$ cat src/rcs_pkg.sv
package rcs_pkg;

  localparam int unsigned VALUE_W = 32;
  localparam int unsigned RANK_W  = 6;

  // Element traveling down the chain with its running count of smaller stored values
  typedef struct packed {
    logic                      vld;
    logic signed [VALUE_W-1:0] value;
    logic [RANK_W-1:0]         below;
  } token_t;

  // Occupancy and rank of one cell, shifted toward cell 0 while results drain
  typedef struct packed {
    logic              occ;
    logic [RANK_W-1:0] cnt;
  } slot_t;

endpackage

$ cat src/rcs_cell.sv
module rcs_cell
  import rcs_pkg::*;
(
  input  logic   clk,
  input  logic   rst_n,
  input  token_t tok_in,
  output token_t tok_out,
  input  logic   shift,
  input  slot_t  slot_in,
  output slot_t  slot_out,
  output logic   busy
);

  token_t                    tok_r;
  logic                      occ_r;
  logic signed [VALUE_W-1:0] val_r;
  logic [RANK_W-1:0]         cnt_r;
  logic                      stored_lt;
  logic                      stored_gt;

  // Compare the passing element against the stored one
  assign stored_lt = val_r < tok_r.value;
  assign stored_gt = val_r > tok_r.value;

  // Pass the element on when this cell is taken, counting a smaller stored value
  always_comb begin
    tok_out.vld   = tok_r.vld & occ_r;
    tok_out.value = tok_r.value;
    tok_out.below = tok_r.below + RANK_W'(occ_r & stored_lt);
  end

  assign slot_out.occ = occ_r;
  assign slot_out.cnt = cnt_r;
  assign busy         = tok_r.vld;

  always_ff @(posedge clk) begin
    if (!rst_n) begin
      tok_r <= '0;
      occ_r <= 1'b0;
      cnt_r <= '0;
    end else begin
      tok_r <= tok_in;
      if (shift) begin
        // Advance results one cell toward the output
        occ_r <= slot_in.occ;
        cnt_r <= slot_in.cnt;
      end else if (tok_r.vld) begin
        if (occ_r) begin
          // A smaller newcomer raises this rank
          if (stored_gt) begin
            cnt_r <= cnt_r + RANK_W'(1);
          end
        end else begin
          // Settle the element in the first free cell
          occ_r <= 1'b1;
          val_r <= tok_r.value;
          cnt_r <= tok_r.below;
        end
      end
    end
  end

endmodule

$ cat config.mk
export PLATFORM = sky130hd
export DESIGN_NAME = rcs_cell
export DESIGN_NICKNAME = d
export VERILOG_FILES = /design/src/rcs_pkg.sv /design/src/rcs_cell.sv
export SDC_FILE = /design/constraint.sdc
export NUM_CORES = 1
export LEC_CHECK = 0
export BUFFER_PORTS_ARGS = -buffer_cell sky130_fd_sc_hd__buf_2
export CORE_ASPECT_RATIO = 0.5
export CORE_MARGIN = 8
export CORE_UTILIZATION = 40
export DETAILED_ROUTE_END_ITERATION = 10
export GPL_ROUTABILITY_DRIVEN = 1
export GPL_TIMING_DRIVEN = 1
export PLACE_DENSITY = 0.72
export SETUP_SLACK_MARGIN = 0.1
export SYNTH_ARGS = -nofsm -noshare
export SYNTH_HDL_FRONTEND = slang
export SYNTH_SLANG_ARGS = --single-unit
export TNS_END_PERCENT = 30
$ cat constraint.sdc
create_clock -name clk -period 8.55 [get_ports clk]
set_input_delay 2.1375 -clock clk [delete_from_list [all_inputs] [get_ports clk]]
set_output_delay 2.1375 -clock clk [all_outputs]
set_load 0.03 [all_outputs]
Yosys cells after proc, flatten, opt, wreduce, memory -nomap -nowiden
Index checks and enable logic that the tools add are counted.
{"block": "word_totals", "out_inout_bits": 47, "input_bits": 49, "reg_bits": 78}
{"block": "op_classes", "n_lt_le_gt_ge": 2, "bitwise_logic": 4, "n_eq_ne": 1, "n_reduce_logical": 3, "n_mux": 6, "addsub": 2}
{"cell": "greater-than comparator 32 bit", "count": 1}
{"cell": "< comparator 32 bit", "count": 1}
{"cell": "2-to-1 mux 6 bit", "count": 4}
{"cell": "adder 6 x 1 -> 6 bit", "count": 1}
{"cell": "adder 6 x 1 -> 6 bit, second input constant", "count": 1}
{"cell": "AND reduction 4 bit", "count": 1}
{"cell": "inequality test 3 x 2 -> 1 bit, second input constant", "count": 1}
{"cell": "AND 1 bit", "count": 2}
{"cell": "2-to-1 mux 1 bit", "count": 2}
{"cell": "inverter 1 bit", "count": 2}
{"cell": "AND reduction 2 bit", "count": 1}
{"cell": "nonzero test 2 bit", "count": 1}

Logic depth before layout (Yosys ltp)
{"block": "logic_depth", "word_depth": 5, "ltp_mapped": 13, "ltp_nobuf": 13}

Worst setup path before layout
No wires, ideal clock.
{"block": "synth_path", "path_type": "input-to-reg", "start": "input shift", "end": "register val_r[0] (enable)", "required_ns": 8.089, "t_arrival_ns": 5.150, "setup_ns": 0.461, "path_stages": 3, "slack_ns": 2.939, "path_cell_list": "clkdlybuf4s50_2 > clkbuf_1 > nor3_1"}
{"block": "synth_between", "elab_chain_cells": 2}
{"item": "start: declaration", "line": "rcs_cell.sv:8", "source": "input logic shift,"}
{"item": "inverter 1 bit (no source line)"}
{"item": "AND reduction 4 bit (no source line)"}
{"item": "end signal: assignment", "line": "rcs_cell.sv:56", "source": "val_r <= tok_r.value;"}
{"item": "end: declaration", "line": "rcs_cell.sv:16", "source": "logic signed [VALUE_W-1:0] val_r;"}
Every way passes these cells.
A chain may end at the register's enable or synchronous reset.

==> impl_metrics.prom <==
# TYPE chip_impl_metric gauge
chip_impl_metric{name="crit_arrival",unit="ns"} 3.37
chip_impl_metric{name="totalWireLength",unit="um"} 7424
chip_impl_metric{name="drt-wirelength-per-cell",unit="um"} 13.93
chip_impl_metric{name="drt_pass1_iterations",unit=""} 4
chip_impl_metric{name="synth_warnings",unit=""} 0
chip_impl_metric{name="buffer_ports.inserted",unit=""} 95
chip_impl_metric{name="viasPerCell",unit=""} 4.533
chip_impl_info{name="clock_tree_from_tritoncts",value="built"} 1
chip_impl_metric{name="setup_viol_count_final",unit=""} 0
chip_impl_metric{name="syn-num-nets",unit=""} 424
chip_impl_info{name="timing.critical_path.mode_cell",value="ha_1"} 1
chip_impl_metric{name="num_antenna_cells",unit=""} 0
chip_impl_metric{name="htree_levels",unit=""} 3
chip_impl_metric{name="fillerInstances",unit=""} 877
chip_impl_metric{name="worst_max_slew_pin_slew",unit="ns"} 0.7624
chip_impl_info{name="timing.critical_path.slowest_stage_cell",value="a2111oi_4"} 1
chip_impl_metric{name="detailed_place_hpwl",unit="um"} 5608
chip_impl_metric{name="die_w",unit="um"} 152.5
chip_impl_metric{name="clock_sinks",unit=""} 78
chip_impl_info{name="setup_repair_after_global_routing_missed_its_margin",value="no"} 1
chip_impl_metric{name="total_power",unit="W"} 0.0009356
chip_impl_metric{name="synthCells",unit=""} 340
chip_impl_metric{name="max_freq",unit="GHz"} 0.1816
chip_impl_metric{name="globalRoute.totalOverflow",unit=""} 0
chip_impl_metric{name="dieHeight",unit="um"} 84.26
chip_impl_metric{name="worst_clock_skew",unit="ns"} 0.007081
chip_impl_metric{name="synth_cell_type_count",unit=""} 39
chip_impl_metric{name="yosys_register_bits",unit=""} 78
chip_impl_metric{name="grt_max_degree",unit=""} 54
chip_impl_metric{name="relSlewSlack",unit=""} 0.4917
chip_impl_info{name="synth.area.top_cells",value="edfxtp_1 (26%), dfxtp_1 (25%), ha_1 (12%)"} 1
chip_impl_metric{name="timing.critical_path.required",unit="ns"} 6.41
chip_impl_info{name="run_status",value="finished clean"} 1
chip_impl_metric{name="syn-mean-instance-area",unit="um^2"} 10.96
chip_impl_metric{name="initial_utilization",unit=""} 0.4026
chip_impl_metric{name="route.antenna.remaining_nets",unit=""} 0
chip_impl_metric{name="ctsHoldBuffers",unit=""} 0
chip_impl_metric{name="routed-via-count",unit=""} 2416
chip_impl_info{name="cp-start-kind",value="register"} 1
chip_impl_info{name="cts_root_buffer",value="clkbuf_16"} 1
chip_impl_metric{name="drive_above_1_share",unit=""} 0.2985
chip_impl_metric{name="cellLeakagePower",unit="nW"} 1.991
chip_impl_metric{name="synth_top_area_share",unit=""} 0.2578
chip_impl_metric{name="syn_to_layout_area_delta",unit="%"} 18.36
chip_impl_metric{name="instances_no_fill",unit=""} 533
chip_impl_metric{name="pwr_density_cell",unit="mW/mm^2"} 212.1
chip_impl_info{name="timing.critical_path.cells",value="inv_1 > ha_1 > a21oi_2 > o21ai_1 > a221o_1 > a2111oi_4 > nand2_1 > xnor2_1 > nor2_1 > ha_1 > ha_1 > nand3_1 > xnor2_1 > buf_2"} 1
chip_impl_metric{name="number_of_cells_upsized_or_downsized_after_cts",unit=""} 0
chip_impl_info{name="netlist.top_cell.by_area",value="edfxtp_1"} 1
chip_impl_metric{name="cts_setup_buffers",unit=""} 0
chip_impl_info{name="worstHoldPathType",value="reg -> reg"} 1
chip_impl_metric{name="ctsLongestPathBuffers",unit=""} 2
chip_impl_metric{name="num_rows",unit=""} 25
chip_impl_metric{name="path_max_fanout",unit=""} 3
chip_impl_metric{name="vdd_drop_max",unit="mV"} 0.1124
chip_impl_metric{name="setup.reg_to_reg.worst_slack",unit="ns"} 5.67
chip_impl_info{name="crit_path_end_kind",value="primary output"} 1
chip_impl_metric{name="drt_iter0_markers",unit=""} 68
chip_impl_metric{name="total_count_of_hold_check_failures_in_the_final_report",unit=""} 0
chip_impl_metric{name="fin_crit",unit="ns"} 5.507
chip_impl_metric{name="core_area",unit="mm^2"} 0.009259
chip_impl_metric{name="gp_routability_congestion",unit=""} 0.7808
chip_impl_metric{name="die_area",unit="mm^2"} 0.01285
chip_impl_metric{name="gr-usage-all-layers",unit=""} 0.1200
chip_impl_metric{name="cp_slowest_stage_delay",unit="ns"} 0.43
chip_impl_metric{name="insertion_delay",unit="ns"} 0.33
chip_impl_metric{name="design.final.nets",unit=""} 491
chip_impl_metric{name="vias_in_the_first_global_route",unit=""} 2469
chip_impl_metric{name="timing.setup.tns",unit="ns"} 0
chip_impl_metric{name="max-cap-violations",unit=""} 0
chip_impl_metric{name="min_period_over_period",unit=""} 0.6441
chip_impl_metric{name="numPlacedInstances",unit=""} 517
chip_impl_metric{name="synth_sequential_area_ratio",unit=""} 0.5049
chip_impl_metric{name="timing_max_transition_violations_final",unit=""} 0
chip_impl_info{name="setup.worst_path.class",value="reg -> out"} 1
chip_impl_metric{name="post_synth_instance_area",unit="mm^2"} 0.003727
chip_impl_metric{name="antenna_found_initial",unit=""} 0
chip_impl_metric{name="first_pass_grt_wire_length",unit="um"} 12330
chip_impl_metric{name="io_pins",unit=""} 96
chip_impl_metric{name="clk_transition_reported_paths",unit="ns"} 0.06
chip_impl_metric{name="cts_buffer_count",unit=""} 9
chip_impl_metric{name="detail_route.drc_violations",unit=""} 0
[final timing paths]
kind,cells past startpoint,end,startpoint
max,14,tok_out[4],tok_out[25]
min,0,val_r[23],tok_out[29]
max reg2reg,9,cnt_r[2],tok_out[25]
min reg2reg,0,val_r[23],tok_out[29]
[cell families after synthesis]
logic type,count (synthesis),share of synthesized area
adder cells (fa/ha/maj),35,0.1175
AO/OA/AOI/OAI,39,0.08258
AND/OR/NAND/NOR,98,0.1440
buffers and inverters,75,0.1135
flip-flops,78,0.5049
multiplexers,7,0.01880
XOR/XNOR,8,0.01880
[state kept, by name, summed over array words and instances, names as in the netlist]
name	cells
tok_out	32
val_r	32
cnt_r	6
tok_r	6
busy	1
occ_r	1
[area by class of cell]
class,count,area (um^2),share of cell area
clock buffers,10,239.0,0.05417
clock inverters,6,93.84,0.02127
inverters,34,127.6,0.02893
multi-input cells,187,1428,0.3236
flip-flops and latches,78,1882,0.4265
well taps,121,151.4,0.03432
repair buffers,97,490.5,0.1112
[critical path, delay by kind of cell, from the launching register on]
kind | cells | cell delay [ns]
xor+xnor | 2 | 0.27
buf+inv | 2 | 0.26
fa+ha+maj | 3 | 0.74
simple gates | 3 | 0.35
compound gates | 4 | 1.06
flops | 1 | 0.34
[cell usage in the layout, fill, tap and decap left out, types with 2 or more instances in the layout]
cell       count
buf_2         95
a2111oi_4      2
nand4_1        8
nand3_1        9
a21o_1         4
buf_4          2
mux2i_1        7
clkbuf_16      9
a21oi_2        2
a21oi_1       11
o211ai_1       2
nor2_1         5
xnor2_1        5
inv_1         34
xor2_1         3
dfxtp_1       46
o21ai_0       10
bufinv_16      2
edfxtp_1      32
ha_1          35
clkinv_4       2
nand2_1       26
and2_1        40
[power breakdown]
group          switching [W]  total, W  leakage (nW)  internal [W]
combinational      0.0000622  0.000102          1.15     0.0000400
clock               0.000152  0.000418         0.159      0.000265
sequential         0.0000131  0.000415         0.687      0.000402
total               0.000228  0.000936          1.99      0.000708
[metrics by stage]
| step | cell area [um^2] | setup slack (ns) | hold slack [ns] | utilization |
|---|---|---|---|---|
| floorplan | 3727 | 2.939 | 0.4314 | - |
| global placement | 4079 | 3.452 | 0.4321 | 0.4405 |
| detailed placement | 4079 | 3.378 | 0.4342 | 0.4405 |
| CTS | 4412 | 3.007 | 0.4493 | 0.4765 |
| global route | 4412 | 2.787 | 0.4618 | 0.4765 |
| finish | 4412 | 3.043 | 0.4512 | 0.4765 |
[cells in the mapped netlist (all sizes together)]
library cell,instances
nor4,1
and2b,1
mux2i,7
dfxtp,46
clkbuf,7
a21boi,1
nor2,5
a2111oi,2
and3,1
clkdlybuf4s50,1
a211oi,1
or3,1
xor2,3
o311a,1
a21o,4
xnor2,5
a21oi,13
ha,35
edfxtp,32
nor2b,1
nand4,8
inv,34
buf,33
nand2b,1
a311oi,1
and2,41
o41ai,1
nand2,26
o211ai,2
o21ai,11
and4b,1
nand3,9
a221o,1
nor3,2
a211o,1
[routing by layer]
| metal | track usage | vias up | share of wire |
|---|---|---|---|
| li1 | - | 1261 | - |
| met1 | 0.1386 | 1096 | 0.45 |
| met2 | 0.2054 | 54 | 0.49 |
| met3 | 0.04252 | 5 | 0.054 |
| met4 | 0.04011 | 0 | 0.010 |
| met5 | 0 | - | 0 |
(Power assumes the default switching activity.)
